--- config.mk ---
export PLATFORM = sky130hd
export DESIGN_NAME = camera_intervalometer_sequencer_flat
export DESIGN_NICKNAME = d
export VERILOG_FILES = /design/src/rtl/cis_pkg.sv /design/src/rtl/cis_if.sv /design/src/rtl/cis_step.sv /design/src/rtl/camera_intervalometer_sequencer.sv /design/src/flat_wrapper.sv
export SDC_FILE = /design/constraint.sdc
export NUM_CORES = 2
export LEC_CHECK = 0
export BUFFER_PORTS_ARGS = -buffer_cell sky130_fd_sc_hd__buf_4
export CORE_AREA = 2 2 239 265
export CTS_CLUSTER_DIAMETER = 120
export DETAILED_ROUTE_END_ITERATION = 7
export DIE_AREA = 0 0 241 267
export GPL_TIMING_DRIVEN = 0
export MAX_ROUTING_LAYER = met4
export PLACE_DENSITY = 0.74
export SYNTH_ARGS = -nofsm -noshare
export SYNTH_HDL_FRONTEND = slang
export SYNTH_SLANG_ARGS = --single-unit
--- constraint.sdc ---
create_clock -name clk -period 24.9 [get_ports clk]
set_clock_uncertainty 0.2 [all_clocks]
set_input_delay 1.245 -clock clk [delete_from_list [all_inputs] [get_ports clk]]
set_output_delay 1.245 -clock clk [all_outputs]
set_load 0.05 [all_outputs]
--- src/rtl/cis_pkg.sv ---
// ----------------------------------------------------------------------------
// cis_pkg: shared types for the camera intervalometer sequencer
// Phase, command and error codes, register indexes and the structs that move
// between the top level and the step logic.
// ----------------------------------------------------------------------------
package cis_pkg;

	// Width of the series and phase second counters.
	localparam int SECONDS_WIDTH = 32;
	// Width of the raw series length before it is clamped to the counter range.
	localparam int TOTAL_W = 34;

	typedef logic [SECONDS_WIDTH-1:0] sec_t;
	localparam sec_t SEC_MAX = '1;

	typedef enum logic [2:0] {
		PH_IDLE     = 3'd0,
		PH_DELAY    = 3'd1,
		PH_EXPOSING = 3'd2,
		PH_INTERVAL = 3'd3,
		PH_PAUSED   = 3'd4,
		PH_STOPPED  = 3'd5,
		PH_ERROR    = 3'd6
	} phase_t;

	typedef enum logic [2:0] {
		KIND_TICK   = 3'd0,
		KIND_START  = 3'd1,
		KIND_PAUSE  = 3'd2,
		KIND_RESUME = 3'd3,
		KIND_STOP   = 3'd4,
		KIND_RESET  = 3'd5,
		KIND_LINK   = 3'd6
	} kind_t;

	typedef enum logic [1:0] {
		ERR_NONE     = 2'd0,
		ERR_SETTINGS = 2'd1,
		ERR_NO_CAM   = 2'd2,
		ERR_TRIGGER  = 2'd3
	} err_t;

	typedef enum logic [1:0] {
		CFG_DELAY    = 2'd0,
		CFG_EXPOSURE = 2'd1,
		CFG_FRAMES   = 2'd2,
		CFG_INTERVAL = 2'd3
	} cfg_idx_t;

	typedef struct packed {
		logic [15:0] delay;
		logic [15:0] exposure;
		logic [15:0] frames;
		logic [15:0] interval;
	} cfg_t;

	typedef struct packed {
		logic [2:0] kind;
		logic       camera_link;
		logic       shutter_open;
		logic       trigger_ok;
	} item_t;

	typedef struct packed {
		phase_t      phase;
		logic [15:0] done_frames;
		sec_t        series_seconds;
		sec_t        phase_seconds;
		sec_t        series_total;
		logic        pause_pending;
		logic        exposure_active;
		logic        camera_present;
		err_t        last_error;
	} seq_state_t;

	typedef struct packed {
		phase_t      seq_state;
		err_t        error_code;
		logic [15:0] frames_done;
		logic [15:0] frames_total;
		logic [31:0] elapsed_sec;
		logic [31:0] remaining_sec;
		logic [15:0] phase_left_sec;
		logic [15:0] phase_len_sec;
		logic        bulb_toggle;
		logic        status_changed;
	} result_t;

	function automatic logic is_running(phase_t ph);
		is_running = (ph == PH_DELAY) || (ph == PH_EXPOSING) ||
			(ph == PH_INTERVAL) || (ph == PH_PAUSED);
	endfunction

endpackage

--- src/rtl/cis_if.sv ---
// ----------------------------------------------------------------------------
// cis_if: request channels of the camera intervalometer sequencer
// One interface for incoming event requests and one for status results, each
// with a valid/ready handshake.
// ----------------------------------------------------------------------------
interface cis_item_if;
	logic       valid;
	logic       ready;
	logic [2:0] kind;
	logic       camera_link;
	logic       shutter_open;
	logic       trigger_ok;

	modport source (output valid, kind, camera_link, shutter_open, trigger_ok,
		input ready);
	modport sink (input valid, kind, camera_link, shutter_open, trigger_ok,
		output ready);
endinterface

interface cis_result_if;
	logic        valid;
	logic        ready;
	logic [2:0]  seq_state;
	logic [1:0]  error_code;
	logic [15:0] frames_done;
	logic [15:0] frames_total;
	logic [31:0] elapsed_sec;
	logic [31:0] remaining_sec;
	logic [15:0] phase_left_sec;
	logic [15:0] phase_len_sec;
	logic        bulb_toggle;
	logic        status_changed;

	modport source (output valid, seq_state, error_code, frames_done, frames_total,
		elapsed_sec, remaining_sec, phase_left_sec, phase_len_sec, bulb_toggle,
		status_changed, input ready);
	modport sink (input valid, seq_state, error_code, frames_done, frames_total,
		elapsed_sec, remaining_sec, phase_left_sec, phase_len_sec, bulb_toggle,
		status_changed, output ready);
endinterface

--- src/rtl/cis_step.sv ---
// ----------------------------------------------------------------------------
// cis_step: next-state and status logic for one event
// Applies one tick, command or link change to the sequencer state and forms
// the status result from the updated state.
// ----------------------------------------------------------------------------
module cis_step import cis_pkg::*; (
	input  seq_state_t st,
	input  cfg_t       cfg,
	input  item_t      item,
	output seq_state_t nxt,
	output result_t    res
);

	function automatic sec_t sat_inc(sec_t v);
		sat_inc = (v == SEC_MAX) ? v : v + sec_t'(1);
	endfunction

	function automatic logic [15:0] left_of(logic [15:0] len, sec_t used);
		sec_t len_w;
		len_w = sec_t'(len);
		left_of = (used < len_w) ? 16'(len_w - used) : 16'd0;
	endfunction

	// Series length: delay + frames*(exposure+interval) - interval. Only used
	// when frames is at least one, so the subtraction cannot wrap.
	logic [16:0]        per_frame;
	logic [32:0]        frame_product;
	logic [TOTAL_W-1:0] raw_total;
	sec_t               clamped_total;

	always_comb begin
		per_frame     = 17'(cfg.exposure) + 17'(cfg.interval);
		frame_product = 33'(cfg.frames) * 33'(per_frame);
		raw_total     = TOTAL_W'(frame_product) + TOTAL_W'(cfg.delay) -
			TOTAL_W'(cfg.interval);
		clamped_total = (raw_total > TOTAL_W'(SEC_MAX)) ? SEC_MAX :
			SECONDS_WIDTH'(raw_total);
	end

	logic toggle;
	logic touched;
	logic do_open;

	always_comb begin
		nxt     = st;
		toggle  = 1'b0;
		touched = 1'b0;
		do_open = 1'b0;

		case (item.kind)
			KIND_TICK: begin
				if (st.phase == PH_DELAY || st.phase == PH_EXPOSING ||
						st.phase == PH_INTERVAL) begin
					nxt.series_seconds = sat_inc(st.series_seconds);
					nxt.phase_seconds  = sat_inc(st.phase_seconds);
					touched = 1'b1;
					if (st.phase == PH_DELAY) begin
						do_open = (nxt.series_seconds >= sec_t'(cfg.delay));
					end else if (st.phase == PH_INTERVAL) begin
						do_open = (nxt.phase_seconds >= sec_t'(cfg.interval));
					end else if (nxt.phase_seconds >= sec_t'(cfg.exposure)) begin
						if (st.exposure_active) begin
							toggle = item.shutter_open;
							nxt.exposure_active = 1'b0;
						end
						if (st.done_frames != 16'hFFFF)
							nxt.done_frames = st.done_frames + 16'd1;
						if (nxt.done_frames >= cfg.frames) begin
							nxt.phase = PH_STOPPED;
						end else if (st.pause_pending) begin
							nxt.pause_pending = 1'b0;
							nxt.phase = PH_PAUSED;
						end else begin
							nxt.phase_seconds = '0;
							nxt.phase = PH_INTERVAL;
						end
					end
				end
			end
			KIND_START: begin
				if (cfg.frames == 16'd0 || cfg.exposure == 16'd0) begin
					nxt.last_error = ERR_SETTINGS;
					nxt.phase = PH_ERROR;
				end else if (!st.camera_present) begin
					nxt.last_error = ERR_NO_CAM;
					nxt.phase = PH_ERROR;
				end else begin
					nxt.series_total   = clamped_total;
					nxt.done_frames    = '0;
					nxt.series_seconds = '0;
					nxt.phase_seconds  = '0;
					nxt.pause_pending  = 1'b0;
					nxt.phase = PH_DELAY;
				end
			end
			KIND_PAUSE: begin
				if (st.phase == PH_EXPOSING)
					nxt.pause_pending = 1'b1;
				else if (st.phase == PH_DELAY || st.phase == PH_INTERVAL)
					nxt.phase = PH_PAUSED;
			end
			KIND_RESUME: begin
				if (st.phase == PH_PAUSED) begin
					nxt.phase_seconds = '0;
					nxt.phase = PH_INTERVAL;
				end
			end
			KIND_STOP: begin
				if (is_running(st.phase)) begin
					if (st.phase == PH_EXPOSING && st.exposure_active) begin
						toggle = item.shutter_open;
						nxt.exposure_active = 1'b0;
					end
					nxt.phase = PH_STOPPED;
				end
			end
			KIND_RESET: begin
				if (st.exposure_active) begin
					toggle = item.shutter_open;
					nxt.exposure_active = 1'b0;
				end
				nxt.done_frames    = '0;
				nxt.series_seconds = '0;
				nxt.phase_seconds  = '0;
				nxt.series_total   = '0;
				nxt.last_error     = ERR_NONE;
				nxt.pause_pending  = 1'b0;
				nxt.phase = PH_IDLE;
			end
			KIND_LINK: begin
				if (st.camera_present != item.camera_link) begin
					nxt.camera_present = item.camera_link;
					touched = 1'b1;
				end
			end
			default: begin
			end
		endcase

		// Start of an exposure at the end of the delay or of an interval. A
		// shutter that is already open is adopted without a toggle.
		if (do_open) begin
			if (!st.camera_present) begin
				nxt.last_error = ERR_NO_CAM;
				nxt.phase = PH_ERROR;
			end else if (!item.shutter_open && !item.trigger_ok) begin
				nxt.last_error = ERR_TRIGGER;
				nxt.phase = PH_ERROR;
			end else begin
				toggle = !item.shutter_open;
				nxt.phase_seconds   = '0;
				nxt.exposure_active = 1'b1;
				nxt.phase = PH_EXPOSING;
			end
		end
	end

	always_comb begin
		res.seq_state      = nxt.phase;
		res.error_code     = nxt.last_error;
		res.frames_done    = nxt.done_frames;
		res.frames_total   = cfg.frames;
		res.elapsed_sec    = 32'(nxt.series_seconds);
		res.remaining_sec  = '0;
		res.phase_left_sec = '0;
		res.phase_len_sec  = '0;
		res.bulb_toggle    = toggle;
		res.status_changed = touched || (nxt.phase != st.phase);

		if (is_running(nxt.phase) && nxt.series_seconds < nxt.series_total)
			res.remaining_sec = 32'(nxt.series_total - nxt.series_seconds);

		case (nxt.phase)
			PH_DELAY: begin
				res.phase_len_sec  = cfg.delay;
				res.phase_left_sec = left_of(cfg.delay, nxt.series_seconds);
			end
			PH_EXPOSING: begin
				res.phase_len_sec  = cfg.exposure;
				res.phase_left_sec = left_of(cfg.exposure, nxt.phase_seconds);
			end
			PH_INTERVAL: begin
				res.phase_len_sec  = cfg.interval;
				res.phase_left_sec = left_of(cfg.interval, nxt.phase_seconds);
			end
			default: begin
			end
		endcase
	end

endmodule

--- src/rtl/camera_intervalometer_sequencer.sv ---
// ----------------------------------------------------------------------------
// camera_intervalometer_sequencer: exposure-series sequencer for bulb mode
// Runs an initial delay, a number of bulb exposures and the gaps between them,
// driven by one-second ticks and commands, and reports status per event.
// ----------------------------------------------------------------------------
// Usage. Each request on the item channel is one event: a one-second tick, a
// start, pause, resume, stop or reset command, or a camera link change, along
// with the shutter and trigger status the camera reports at that moment.
// Every request yields exactly one result on the result channel, in order,
// carrying the sequencer state, error code, frame counts, elapsed and
// remaining series time, the current phase timing, a bulb toggle pulse and a
// status-changed flag.
// A request is captured in the input stage, evaluated by the step logic and
// written into the result register once that register is free or being taken.
// One request per cycle is accepted while results are taken; the step logic
// is a single pass, and the one multiplier (series length at start) sits inside it.
// The input stage keeps accepting while a finished result waits to be taken;
// when the result register is full and not taken, the input stage holds one
// request and then deasserts ready. No request is dropped or repeated.
// Reset clears the sequencer to idle with no camera present and loads the
// register defaults: no delay, one-second exposure, one frame, no interval.
// Register writes are taken only while the sequencer is not running.
// ----------------------------------------------------------------------------
module camera_intervalometer_sequencer import cis_pkg::*; (
	input  logic                clk,
	input  logic                arst_n,
	cis_item_if.sink            item,
	cis_result_if.source        result,
	input  logic                cfg_we,
	input  logic [1:0]          cfg_index,
	input  logic [15:0]         cfg_data
);

	// Configuration registers.
	cfg_t cfg_q;

	// Sequencer state.
	seq_state_t st_q;

	// Input stage.
	item_t item_s1;
	logic  item_vld_s1;

	// Result register.
	result_t res_q;
	logic    res_vld_q;

	seq_state_t st_nxt;
	result_t    res_nxt;
	logic       s1_fire;
	item_t      item_in;

	// The input stage advances when the result register is empty or its
	// contents are being taken this cycle.
	assign s1_fire    = item_vld_s1 && (!res_vld_q || result.ready);
	assign item.ready = !item_vld_s1 || s1_fire;

	assign item_in.kind         = item.kind;
	assign item_in.camera_link  = item.camera_link;
	assign item_in.shutter_open = item.shutter_open;
	assign item_in.trigger_ok   = item.trigger_ok;

	always_ff @(posedge clk or negedge arst_n) begin
		if (!arst_n) begin
			cfg_q.delay    <= 16'd0;
			cfg_q.exposure <= 16'd1;
			cfg_q.frames   <= 16'd1;
			cfg_q.interval <= 16'd0;
		end else if (cfg_we && !is_running(st_q.phase)) begin
			case (cfg_idx_t'(cfg_index))
				CFG_DELAY:    cfg_q.delay    <= cfg_data;
				CFG_EXPOSURE: cfg_q.exposure <= cfg_data;
				CFG_FRAMES:   cfg_q.frames   <= cfg_data;
				CFG_INTERVAL: cfg_q.interval <= cfg_data;
				default: begin
				end
			endcase
		end
	end

	always_ff @(posedge clk or negedge arst_n) begin
		if (!arst_n) begin
			item_vld_s1 <= 1'b0;
		end else if (item.ready) begin
			item_vld_s1 <= item.valid;
		end
	end

	always_ff @(posedge clk) begin
		if (item.valid && item.ready)
			item_s1 <= item_in;
	end

	// The step logic computes the next state and its status in one pass.
	cis_step u_step (
		.st   (st_q),
		.cfg  (cfg_q),
		.item (item_s1),
		.nxt  (st_nxt),
		.res  (res_nxt)
	);

	always_ff @(posedge clk or negedge arst_n) begin
		if (!arst_n) begin
			st_q.phase           <= PH_IDLE;
			st_q.done_frames     <= '0;
			st_q.series_seconds  <= '0;
			st_q.phase_seconds   <= '0;
			st_q.series_total    <= '0;
			st_q.pause_pending   <= 1'b0;
			st_q.exposure_active <= 1'b0;
			st_q.camera_present  <= 1'b0;
			st_q.last_error      <= ERR_NONE;
		end else if (s1_fire) begin
			st_q <= st_nxt;
		end
	end

	always_ff @(posedge clk or negedge arst_n) begin
		if (!arst_n) begin
			res_vld_q <= 1'b0;
		end else if (s1_fire) begin
			res_vld_q <= 1'b1;
		end else if (result.ready) begin
			res_vld_q <= 1'b0;
		end
	end

	always_ff @(posedge clk) begin
		if (s1_fire)
			res_q <= res_nxt;
	end

	assign result.valid          = res_vld_q;
	assign result.seq_state      = res_q.seq_state;
	assign result.error_code     = res_q.error_code;
	assign result.frames_done    = res_q.frames_done;
	assign result.frames_total   = res_q.frames_total;
	assign result.elapsed_sec    = res_q.elapsed_sec;
	assign result.remaining_sec  = res_q.remaining_sec;
	assign result.phase_left_sec = res_q.phase_left_sec;
	assign result.phase_len_sec  = res_q.phase_len_sec;
	assign result.bulb_toggle    = res_q.bulb_toggle;
	assign result.status_changed = res_q.status_changed;

`ifndef ASSERT_OFF
	// The sequencer state moves only when a request is evaluated.
	a_state_only_on_fire: assert property (@(posedge clk) disable iff (!arst_n)
		!s1_fire |=> $stable(st_q))
		else $error("sequencer state changed without an evaluated request");

	// Exposing always has an exposure in flight.
	a_exposing_active: assert property (@(posedge clk) disable iff (!arst_n)
		st_q.phase == PH_EXPOSING |-> st_q.exposure_active)
		else $error("exposing phase without an active exposure");

	// A bulb toggle never leaves the sequencer in the initial delay.
	a_toggle_not_delay: assert property (@(posedge clk) disable iff (!arst_n)
		res_vld_q && res_q.bulb_toggle |-> res_q.seq_state != PH_DELAY)
		else $error("bulb toggle reported during initial delay");

	// Outside a running series no time is reported as left.
	a_idle_no_time_left: assert property (@(posedge clk) disable iff (!arst_n)
		res_vld_q && (res_q.seq_state == PH_IDLE || res_q.seq_state == PH_STOPPED ||
			res_q.seq_state == PH_ERROR)
		|-> res_q.remaining_sec == 32'd0 && res_q.phase_left_sec == 16'd0)
		else $error("time left reported outside a running series");
`endif

endmodule

--- src/flat_wrapper.sv ---
// flat-port wrapper written by rule: the top's interface ports become plain ports
module camera_intervalometer_sequencer_flat import cis_pkg::*;
  (clk, arst_n, cfg_we, cfg_index, cfg_data, item_valid, item_kind, item_camera_link, item_shutter_open, item_trigger_ok, item_ready, result_valid, result_seq_state, result_error_code, result_frames_done, result_frames_total, result_elapsed_sec, result_remaining_sec, result_phase_left_sec, result_phase_len_sec, result_bulb_toggle, result_status_changed, result_ready);
  cis_item_if item_i ();
  cis_result_if result_i ();
  input  logic clk;
  input  logic arst_n;
  input  logic cfg_we;
  input  logic [1:0] cfg_index;
  input  logic [15:0] cfg_data;
  input wire logic [$bits(item_i.valid)-1:0] item_valid;
  input wire logic [$bits(item_i.kind)-1:0] item_kind;
  input wire logic [$bits(item_i.camera_link)-1:0] item_camera_link;
  input wire logic [$bits(item_i.shutter_open)-1:0] item_shutter_open;
  input wire logic [$bits(item_i.trigger_ok)-1:0] item_trigger_ok;
  output wire logic [$bits(item_i.ready)-1:0] item_ready;
  output wire logic [$bits(result_i.valid)-1:0] result_valid;
  output wire logic [$bits(result_i.seq_state)-1:0] result_seq_state;
  output wire logic [$bits(result_i.error_code)-1:0] result_error_code;
  output wire logic [$bits(result_i.frames_done)-1:0] result_frames_done;
  output wire logic [$bits(result_i.frames_total)-1:0] result_frames_total;
  output wire logic [$bits(result_i.elapsed_sec)-1:0] result_elapsed_sec;
  output wire logic [$bits(result_i.remaining_sec)-1:0] result_remaining_sec;
  output wire logic [$bits(result_i.phase_left_sec)-1:0] result_phase_left_sec;
  output wire logic [$bits(result_i.phase_len_sec)-1:0] result_phase_len_sec;
  output wire logic [$bits(result_i.bulb_toggle)-1:0] result_bulb_toggle;
  output wire logic [$bits(result_i.status_changed)-1:0] result_status_changed;
  input wire logic [$bits(result_i.ready)-1:0] result_ready;
  assign item_i.valid = item_valid;
  assign item_i.kind = item_kind;
  assign item_i.camera_link = item_camera_link;
  assign item_i.shutter_open = item_shutter_open;
  assign item_i.trigger_ok = item_trigger_ok;
  assign item_ready = item_i.ready;
  assign result_valid = result_i.valid;
  assign result_seq_state = result_i.seq_state;
  assign result_error_code = result_i.error_code;
  assign result_frames_done = result_i.frames_done;
  assign result_frames_total = result_i.frames_total;
  assign result_elapsed_sec = result_i.elapsed_sec;
  assign result_remaining_sec = result_i.remaining_sec;
  assign result_phase_left_sec = result_i.phase_left_sec;
  assign result_phase_len_sec = result_i.phase_len_sec;
  assign result_bulb_toggle = result_i.bulb_toggle;
  assign result_status_changed = result_i.status_changed;
  assign result_i.ready = result_ready;
  camera_intervalometer_sequencer u_core (.clk(clk), .arst_n(arst_n), .item(item_i), .result(result_i), .cfg_we(cfg_we), .cfg_index(cfg_index), .cfg_data(cfg_data));
endmodule
After elaboration in Yosys (flattened, before gate mapping). Index checks and enable logic that the tools add are counted.

RAM bits: 0. Bits in read-only memories: 0. Bits of input ports: 29. Register bits: 327. Word-level logic and storage cells: 195. Bits in latches: 0. Memories: 0.

Bitwise gates (word level): 0. Multipliers: 1. Divide/modulo/power cells: 0. Eq/ne operators: 30. Shift-type cells: 0. Mux-type cells: 82. Add/sub/neg operators: 10. Reductions and logical operators: 34. Magnitude comparators: 9.

Operator list (number): 32-bit 2-to-1 mux (12); 113-bit 2-to-1 mux (2); 16-bit 2-to-1 mux (9); 48-bit case mux with 3 select lines (1); 32-bit case mux with 4 select lines (1); 32-bit by 16-bit >= comparator with 1-bit output (3); 32-bit by 16-bit < comparator with 1-bit output (3); 32-bit case mux with 3 select lines (1); 83-bit 2-to-1 mux (1); 32-bit by 1-bit adder with 32-bit output (second input constant) (2); 32-bit equality test (second input constant) (2); 32-bit case mux with 2 select lines (1); 19-bit 2-to-1 mux (3); 16-bit subtractor (3); 33-bit by 16-bit adder with 34-bit output (1); 34-bit by 32-bit > comparator with 1-bit output (second input constant) (1); 34-bit by 16-bit subtractor with 34-bit output (1); 16-bit by 17-bit multiplier with 33-bit output (1); 3-bit 2-to-1 mux (11); 16-bit logical NOT (2); 32-bit < comparator (1); 32-bit subtractor (1); 1-bit 2-to-1 mux (25); 3-bit by 2-bit equality test with 1-bit output (second input constant) (6); 28 further kinds (72).

Depth between registers and ports, before layout.
Depth in word-level cells: 21. Gate-level depth with buffers: 55. Depth with buffers taken out: 52.

By module. From an unflattened synthesis, not the netlist that was laid out.

Cells, all modules: 3848. Area total of the unflattened synthesis: 35205.0 sq um.

Modules (own cells, without submodules): cis_step (area each 23996.8 sq um, instances 1, cells an instance 3305); camera_intervalometer_sequencer (area each 11208.2 sq um, instances 1, cells an instance 543).

Least setup slack after synthesis. Ideal clock, no wire load.

Path kind: register to register. From: register u_core.cfg_q[32] (netlist name). To: register u_core.res_q (netlist bit u_core.result.remaining_sec[30]) (data pin). Slack: 12.056 ns. Required time: 24.548 ns. Clock period less this slack: 12.844 ns. Library setup time: 0.152 ns. Data arrival time: 12.492 ns. Cell stages (with the launch flop): 53. Cell sequence: dfstp_2 > ha_1 > inv_1 > fa_1 > nor2b_1 > o21ai_0 > a21boi_0 > o21ai_0 > a21boi_0 > o21ai_0 > a21boi_0 > o21ai_0 > a21oi_1 > nor2_1 > xnor2_1 > clkbuf_1 > nand2_1 > fa_1 > (+17 left out) > or4_1 > clkbuf_1 > clkbuf_1 > nor2_1 > o21ai_0 > ha_1 > nor2b_1 > o21ai_0 > a21boi_0 > nor4_1 > o21ai_0 > a31oi_1 > a2111oi_0 > a221o_1 > a41oi_1 > a211o_1 > or3_1 > a31oi_1.

RTL lines: start, declared (RTL line camera_intervalometer_sequencer.sv:35) `cfg_t cfg_q;`; end signal, assigned (RTL line camera_intervalometer_sequencer.sv:131) `res_q <= res_nxt;`; end, declared (RTL line camera_intervalometer_sequencer.sv:45) `result_t res_q;`.

==> key figures <==
Die
  – Starting Density: 54.6%
  – Core box area: 0.0617 mm2
  – Die Area: 0.0643 mm2
  – Boundary Pins: 166
  – Die height: 267 um
  – Die X: 241 um
  – Row count: 96

Clocking
  – Inserted Clock Buffers: 40
  – Postcts setup bufs: 0
  – Clock Latency Late Sink: 0.60 ns
  – Max clock buf depth: 3
  – H-tree Lvls: 2
  – Worst-path clk slew: 0.06 ns
  – Hold-fix buffers, CTS: 0
  – Cts repair resizes: 0
  – Clock root cell: clkbuf_16
  – CTS tree: done
  – Clock Sinks: 327

Worst setup path
  – CP Class: reg -> reg
  – Top delay family on crit path: compound AO/OA/AOI/OAI gates
  – CP Data Required Time: 25.05 ns
  – Most common cell on crit path: o21ai_0
  – Cell with the largest stage delay on the worst path: a2111oi_1
  – Crit path DAT: 16.18 ns
  – Buf/Inv on CP: 8
  – Setup crit end kind: flip-flop
  – Slowest stage delay, CP: 0.93 ns
  – Crit-path max FO: 10
  – Critical Path Start Type: flip-flop

Logic synthesis
  – Syn Area/Cell: 8.90 um2
  – Flops & latches, synth: 327
  – Number of flops mapped to enable cells by yosys: 141
  – Mapped Cells: 3784
  – Syn nets: 4394
  – Async S/R FF share, synth: 56.9%
  – Main flop type after synthesis: dfrtp_1
  – Syn Std Cell Area: 0.0337 mm2
  – Register area share after synthesis: 26.4%
  – Synth cell types: 97
  – Synth warnings: 0

Timing
  – Worst-Margin Slew: 1.29 ns
  – Final setup viols: 0
  – Final min period: 16.03 ns
  – F_max: 62.4 MHz
  – Setup TNS: 0 ns
  – Min Hold Slack: 0.243 ns
  – Unrepaired setup endpoints after global routing: no
  – Relative slew slack: 13.7%
  – Final hold viol count: 0
  – Slew Limit Fails: 0
  – Fin crit share: 64.4%

Global route
  – Vias in the first global route: 28300
  – GR Util met3: 5.03%
  – Antenna violations before repair: 1
  – Busiest grt layer: met2
  – M2 GR Usage: 55.3%
  – Largest net degree at the start of global routing: 112
  – Global-route wire length before repair: 165000 um
  – Global Route met1 Usage: 44.3%
  – GRT Overall Usage: 35.0%
  – GRT Residual Overflow: 0

Routing
  – Vias: 29000
  – Drt drc: 0
  – Final wirelength: 108000 um
  – ANT nets after route: 0
  – Via/cell ratio: 5.96
  – 1st-iter DRT viols: 3048
  – Detailed Routing Iterations Pass 1: 6
  – WL/cell: 22.3 um

Layout
  – Fin area: 0.0374 mm2
  – Most frequent cells in the layout: inv_1 (486), nand2_1 (414), ha_1 (337)
  – Commonest non-fill, non-tap cell in the layout: inv_1
  – Layout Cells excl Fill: 4865
  – Nets: 4607
  – Fraction of layout cells with a size suffix above 1: 9.16%
  – Synth-to-layout area growth: 11.0%

Outcome
  – Status: completed

Place
  – GPL Wtd Cong: 1.02
  – Placed cells: 4788
  – IO Port Bufs: 165
  – Hpwl dp: 86900 um
  – Placement-stage cell area: 0.0361 mm2

Hold path
  – Worst min path class: reg -> reg

Run
  – Max Cap Violations: 0
## Yosys cell counts, drive strengths merged, types with 8 or more instances
cell type  count  share of area, %
a211o          8              0.21
a211oi        18              0.40
a21boi        10              0.22
a21o          61               1.4
a21oi        154               2.3
a221oi         9              0.23
a22o          26              0.68
a22oi         32              0.71
a31oi         26              0.48
and2         136               2.5
and3          31              0.58
and4          11              0.29
buf           21              0.33
clkbuf       153               1.7
dfrtp        184                14
edfxtp       141                13
fa           244                14
ha           337                13
inv          487               5.4
mux2          64               2.1
mux2i         27              0.80
nand2        414               4.6
nand2b        51              0.95
nand3         86               1.3
nand3b        15              0.33
nand4         47              0.89
nor2         230               2.6
nor2b         34              0.63
nor3          65              0.97
nor4          24              0.55
o211ai        22              0.58
o21a          27              0.60
o21ai        255               3.8
o21bai        12              0.27
o221ai        14              0.46
o31ai         18              0.44
or2           16              0.30
or3           23              0.43
or4           14              0.32
xnor2         94               2.4
xor2          56               1.5
## per-stage QoR
stage	worst slack [ns]	util (%)
after floorplan	12.06	-
after global placement	8.80	58.3
after detailed placement	8.73	58.5
after CTS	8.60	60.5
after global routing	7.84	60.6
final	8.87	60.6
## path summary, 6_finish.rpt
kind / endpoint / startpoint / cells past startpoint / slack [ns]
max in group asynchronous: u_core.st_q[22]$_DFFE_PN0P_ / arst_n / 3 / 23.06
min in group asynchronous: u_core.st_q[116]$_DFFE_PN0P_ / arst_n / 2 / 0.46
hold reg to reg: u_core.result.frames_total[8]$_DFFE_PP_ / u_core.cfg_q[24]$_DFFE_PN0P_ / 0 / 0.24
setup / recovery: u_core.result.remaining_sec[4]$_SDFFCE_PN0P_ / u_core.cfg_q[32]$_DFFE_PN1P_ / 54 / 8.87
setup reg to reg: u_core.result.remaining_sec[4]$_SDFFCE_PN0P_ / u_core.cfg_q[32]$_DFFE_PN1P_ / 54 / 8.87
hold / removal: u_core.result.frames_total[8]$_DFFE_PP_ / u_core.cfg_q[24]$_DFFE_PN0P_ / 0 / 0.24
## routing by layer
layer | share of wire, % | vias up
met5 | 0 | -
met4 | 5.6 | 0
met3 | 7.2 | 316
met2 | 46 | 1245
met1 | 41 | 14100
li1 | - | 13300
## worst register-to-register path, delay by kind of cell, from the launching register on
kind	cells	cell delay (ns)
compound gates	24	5.92
xor+xnor	1	0.78
fa+ha+maj	10	4.38
buf+inv	8	1.65
flops	1	0.64
simple gates	11	2.20
## final cells by class
type,instances,area [um2]
plain buffers,174,688
diodes,3,7.51
fillers,5556,24300
well taps,833,1040
clock inverters,23,229
multi-input cells,2793,22300
clock buffers,51,1040
flip-flops and latches,327,8890
repair buffers,171,1370
inverters,490,1840
## sequential cells by signal, summed over array words and instances (netlist names)
name / cells
u_core.result.frames_done: 16
u_core.result.elapsed_sec: 32
u_core.result.phase_len_sec: 16
u_core.item_s1: 6
u_core.result.status_changed: 1
u_core.result.seq_state: 3
u_core.result.bulb_toggle: 1
u_core.item_vld_s1: 1
u_core.result.remaining_sec: 32
u_core.result.error_code: 2
u_core.result.frames_total: 16
u_core.result.phase_left_sec: 16
u_core.st_q: 120
u_core.cfg_q: 64
u_core.result.valid: 1
## cell families (layout without fill, tap and decap cells)
group | Yosys count | after routing | synth area share, %
fa+ha+maj | 581 | 581 | 27.0
flops | 327 | 327 | 26.4
other cells | 0 | 3 | 0
xor+xnor | 150 | 150 | 3.90
simple gates | 1211 | 1211 | 17.6
mux | 91 | 91 | 2.94
buf+inv | 664 | 909 | 7.50
compound gates | 760 | 760 | 14.6
Power is not shown: default switching activity piles up to over one toggle a cycle in this logic, so the estimate is an artifact.
